===== config.mk =====
export PLATFORM = sky130hd
export DESIGN_NAME = hmg_out_fifo
export DESIGN_NICKNAME = d
export VERILOG_FILES = /design/src/sv/hmg_pkg.sv /design/src/sv/hmg_out_fifo.sv
export VERILOG_INCLUDE_DIRS = /design/src /design/src/sv
export SDC_FILE = /design/constraint.sdc
export NUM_CORES = 1
export LEC_CHECK = 0
export ABC_AREA = 1
export BUFFER_PORTS_ARGS = -buffer_cell sky130_fd_sc_hd__buf_2
export CAP_MARGIN = 20
export CORE_UTILIZATION = 54
export CTS_BUF_LIST = sky130_fd_sc_hd__clkbuf_4
export CTS_CLUSTER_DIAMETER = 40
export DETAILED_ROUTE_END_ITERATION = 8
export PLACE_DENSITY = 0.76
export SYNTH_ARGS = -nofsm -noshare
export SYNTH_HDL_FRONTEND = slang
export SYNTH_SLANG_ARGS = --single-unit

===== constraint.sdc =====
create_clock -name clk -period 5.5 [get_ports clk]
set_input_delay 1.1 -clock clk [delete_from_list [all_inputs] [get_ports clk]]
set_output_delay 1.1 -clock clk [all_outputs]
set_load 0.005 [all_outputs]

===== src/sv/height_map_gradient_core_assert.svh =====
// Assertion macros shared by the gradient core modules.
`ifndef HEIGHT_MAP_GRADIENT_CORE_ASSERT_SVH
`define HEIGHT_MAP_GRADIENT_CORE_ASSERT_SVH

// Same-cycle implication, checked out of reset.
`define HMG_ASSERT_IMPL(lbl, clk, rst_n, ante, cons) \
  lbl: assert property (@(posedge clk) disable iff (!rst_n) (ante) |-> (cons)) \
    else $error("hmg assertion failed");

// Next-cycle implication, checked out of reset.
`define HMG_ASSERT_NEXT(lbl, clk, rst_n, ante, cons) \
  lbl: assert property (@(posedge clk) disable iff (!rst_n) (ante) |=> (cons)) \
    else $error("hmg assertion failed");

`endif


===== src/sv/hmg_pkg.sv =====
package hmg_pkg;

  localparam int PIX_W    = 8;
  localparam int DIM_W    = 11;
  localparam int POS_W    = 10;
  localparam int GRAD_W   = 9;
  localparam int CFG_IDX_W = 1;

  localparam logic [CFG_IDX_W-1:0] CFG_IMAGE_WIDTH  = 1'b0;
  localparam logic [CFG_IDX_W-1:0] CFG_IMAGE_HEIGHT = 1'b1;

  localparam int FIFO_DEPTH = 4;
  localparam int FIFO_PTR_W = $clog2(FIFO_DEPTH);
  localparam int FIFO_CNT_W = $clog2(FIFO_DEPTH + 1);

  typedef struct packed {
    logic [POS_W-1:0]         row;
    logic [POS_W-1:0]         col;
    logic signed [GRAD_W-1:0] across;
    logic signed [GRAD_W-1:0] down;
    logic                     frame_end;
  } res_t;

  // up to two results per transaction; b is only ever set together with a
  typedef struct packed {
    logic a;
    logic b;
  } push_t;

endpackage


===== src/sv/hmg_out_fifo.sv =====
`include "height_map_gradient_core_assert.svh"

module hmg_out_fifo import hmg_pkg::*; (
  input  logic  clk,
  input  logic  rst_n,
  input  push_t push,
  input  res_t  res_a,
  input  res_t  res_b,
  output logic  room,
  output logic  head_vld,
  output res_t  head,
  input  logic  pop
);

  res_t                  mem_r [FIFO_DEPTH];
  logic [FIFO_PTR_W-1:0] wp_r, wp_nxt;
  logic [FIFO_PTR_W-1:0] rp_r, rp_nxt;
  logic [FIFO_CNT_W-1:0] cnt_r, cnt_nxt;
  logic [1:0]            npush;
  logic                  do_pop;

  assign npush  = {1'b0, push.a} + {1'b0, push.b};
  assign do_pop = pop && (cnt_r != '0);

  always_comb begin
    wp_nxt  = wp_r + FIFO_PTR_W'(npush);
    rp_nxt  = rp_r + FIFO_PTR_W'(do_pop);
    cnt_nxt = cnt_r + FIFO_CNT_W'(npush) - FIFO_CNT_W'(do_pop);
  end

  always_ff @(posedge clk) begin
    if (!rst_n) begin
      wp_r  <= '0;
      rp_r  <= '0;
      cnt_r <= '0;
    end else begin
      wp_r  <= wp_nxt;
      rp_r  <= rp_nxt;
      cnt_r <= cnt_nxt;
    end
  end

  always_ff @(posedge clk) begin
    if (push.a) begin
      mem_r[wp_r] <= res_a;
    end
    if (push.b) begin
      mem_r[wp_r + FIFO_PTR_W'(1)] <= res_b;
    end
  end

  assign room     = cnt_r <= FIFO_CNT_W'(FIFO_DEPTH - 2);
  assign head_vld = cnt_r != '0;
  assign head     = mem_r[rp_r];

  `HMG_ASSERT_IMPL(a_fifo_bound, clk, rst_n, 1'b1, cnt_r <= FIFO_CNT_W'(FIFO_DEPTH))
  `HMG_ASSERT_IMPL(a_fifo_push_room, clk, rst_n, push.a, room)

endmodule


==> metrics.yaml <==
outcome:
  outcome: "finished with violations"
  violations: "design-rule violations"
clock_tree:
  clock-sinks: 163
  hold_buffers: 0
  cts_setup_buffers: 0
  root_buffer: "clkbuf_4"
  cts_max_level: 4
  cts_tree: "built"
  insertion_delay_ns: 0.56
  cts_max_path_buffers: 2
  clkTransAtPathRegs_ns: 0.12
  ctsResizeCount: 0
  numCtsBuffers: 17
detailed_routing:
  vias_per_cell: 5.33
  topRoutingLayerUsed: "met4"
  antenna_left: 0
  wl_met2_um: 8720
  first_iter_violations: 532
  wl_per_cell_um: 14.9
  dr_wl_met3_um: 1110
  routed_wirelength_um: 17700
  drt-met1-wl_um: 7630
  vias: 6355
  dr.pass1.iters: 7
  drcViolationCount: 7
synth:
  async_reset_ff_share_pct: 0
  synth_edf_count: 156
  synth_area_um2: 8250
  netlist-cell-type-count: 23
  synth_top_area_cell: "edfxtp_1"
  ys.flop_type: "edfxtp_1"
  syn_inst: 899
  synth_warnings: 0
  synth_area_leaders: "edfxtp_1 57%, o21ai_0 11%, nand2_1 11%"
  synth_top_area_share_pct: 56.8
  ys_ff_latch: 163
  syn_avg_cell_area_um2: 9.17
  synth_seq_area_share_pct: 58.5
  syn-num-nets: 989
sta:
  relSlewSlack_pct: 27.5
  finalHoldViolCount: 0
  finalClockSkew_ns: 0.0121
  setup_viol: 0
  period_needed_ns: 3.81
  rsz0062_at_grt: "false"
  clock.fmax_mhz: 263
  final.setup.tns_ns: 0
  slew_violations: 0
  tightest_slew_ns: 1.09
  min_period_over_period_pct: 69.2
critical_path:
  critical_path_class: "reg2out"
  ff2ff_path_depth: 3
  end_kind: "output pin"
  worstPathArrival_ns: 2.71
  worstPathMaxFanout: 108
  required_ns: 4.40
  start_kind: "flop"
power:
  leakage_nw: 4.07
  vdd_drop_max_mv: 0.261
  power_density_nw_per_um2: 366
job:
  maxCapViolCount: 0
grt:
  grt_first_pass_wirelength_um: 28600
  grt_use_total_pct: 23.7
  antenna_found_initial: 3
  grt_pass1_vias: 5791
  gr-total-overflow: 0
  grt_max_degree: 109
placed_design:
  gp_congestion: 0.761
  io_buffers: 123
  dpl.hpwl_um: 10700
layout:
  drive_above_1_share_pct: 17.2
  synthToLayoutAreaGrowth_pct: 12.0
  nFillCells: 1240
  fin_nets: 1083
  final_core_util_pct: 62.8
floorplanning:
  die_y_um: 126
  rows: 44
  core_um2: 14700
  die-area_um2: 15800
  ios: 124
  start_util_pct: 56.1
  fp.dieW_um: 126
min_path:
  hold_class: "reg2reg"
  whs_path_depth: 3
==> cells by family (layout without fill, tap and decap cells) <==
kind of cell / after synthesis / after routing / share of synthesized area, %
simple gates: 256 / 256 / 12.0
compound gates: 281 / 281 / 18.4
flops: 163 / 163 / 58.5
fa+ha+maj: 7 / 7 / 1.15
buf+inv: 191 / 298 / 9.80
xor+xnor: 1 / 1 / 0.106
other cells: 0 / 3 / 0
==> cells in the final DEF (no fill, tap or decap), types with 2 or more instances in the layout <==
cell type	instances
o21ai_0	188
edfxtp_1	156
nand3_1	2
inv_2	2
a21oi_1	42
clkinv_1	4
buf_4	10
o31ai_4	4
nand3_2	4
inv_1	131
ha_1	6
diode_2	3
o211ai_1	39
o21ai_1	7
clkbuf_4	19
nor2_1	4
nand2_1	245
dfxtp_1	5
bufinv_16	4
clkinv_2	3
clkinvlp_4	2
buf_2	123
==> metrics by stage <==
step / cells / area, um2 / total power [W] / worst slack (ns) / hold slack [ns]
2_1_floorplan: 899 / 8250 / 0.00230 / 0.918 / 0.558
3_3_place_gp: 1158 / 8920 / 0.00262 / 2.41 / 0.577
3_5_place_dp: 1158 / 8920 / 0.00265 / 2.34 / 0.584
4_1_cts: 1190 / 9230 / 0.00340 / 1.69 / 0.618
5_1_grt: 1193 / 9230 / 0.00358 / 1.49 / 0.661
6_report: 1193 / 9230 / 0.00338 / 1.69 / 0.612
==> area by class of cell <==
class                   count  area (um2)  share of cell area (%)
diodes                      3        7.51                  0.0813
repair buffers            133         691                    7.48
clock inverters            13         165                    1.79
clock buffers              19         143                    1.54
flip-flops and latches    163        4830                    52.3
inverters                 133         499                    5.41
multi-input cells         545        2670                    28.9
well taps                 184         230                    2.49
==> flip-flops by register name (all words and copies together), names as in the netlist <==
| signal | count |
|---|---|
| cnt_r | 3 |
| rp_r | 2 |
| wp_r | 2 |
| mem_r | 156 |
==> synthesized netlist by cell type, types with 2 or more instances <==
cell type / instances
buf_4: 3
o31ai_1: 4
ha_1: 6
nor2_1: 4
a21oi_1: 42
nand3_1: 2
nand2_1: 245
nand3_2: 4
o211ai_1: 39
buf_2: 19
clkbuf_1: 26
o21ai_0: 188
clkbuf_2: 3
inv_1: 131
inv_2: 2
buf_6: 7
o21ai_1: 7
dfxtp_1: 7
edfxtp_1: 156
==> where the power goes <==
part           switching, W  total, W  internal, W
sequential         0.000160   0.00171      0.00155
clock              0.000398  0.000760     0.000362
combinational      0.000549  0.000906     0.000357
total               0.00111   0.00338      0.00227
==> final timing paths <==
kind | start | end | slack [ns]
setup / recovery | rp_r[0]$_SDFF_PN0_ | head[8] | 1.69
hold / removal | cnt_r[0]$_SDFF_PN0_ | cnt_r[0]$_SDFF_PN0_ | 0.61
setup reg to reg | wp_r[1]$_SDFF_PN0_ | mem_r[2][17]$_DFFE_PP_ | 3.38
hold reg to reg | cnt_r[0]$_SDFF_PN0_ | cnt_r[0]$_SDFF_PN0_ | 0.61
==> critical path: stages (launching register included) <==
cell     delay [ns]
dfxtp_4        1.05
buf_4          0.54
a21oi_1        0.14
o21ai_0        0.12
nand2_1        0.09
buf_2          0.14
==> routing by layer <==
layer | global-route usage [%] | vias up
li1 | - | 3216
met1 | 30.8 | 2907
met2 | 39.1 | 207
met3 | 4.79 | 25
met4 | 9.33 | 0
met5 | 0 | -
(Power assumes the default switching activity.)
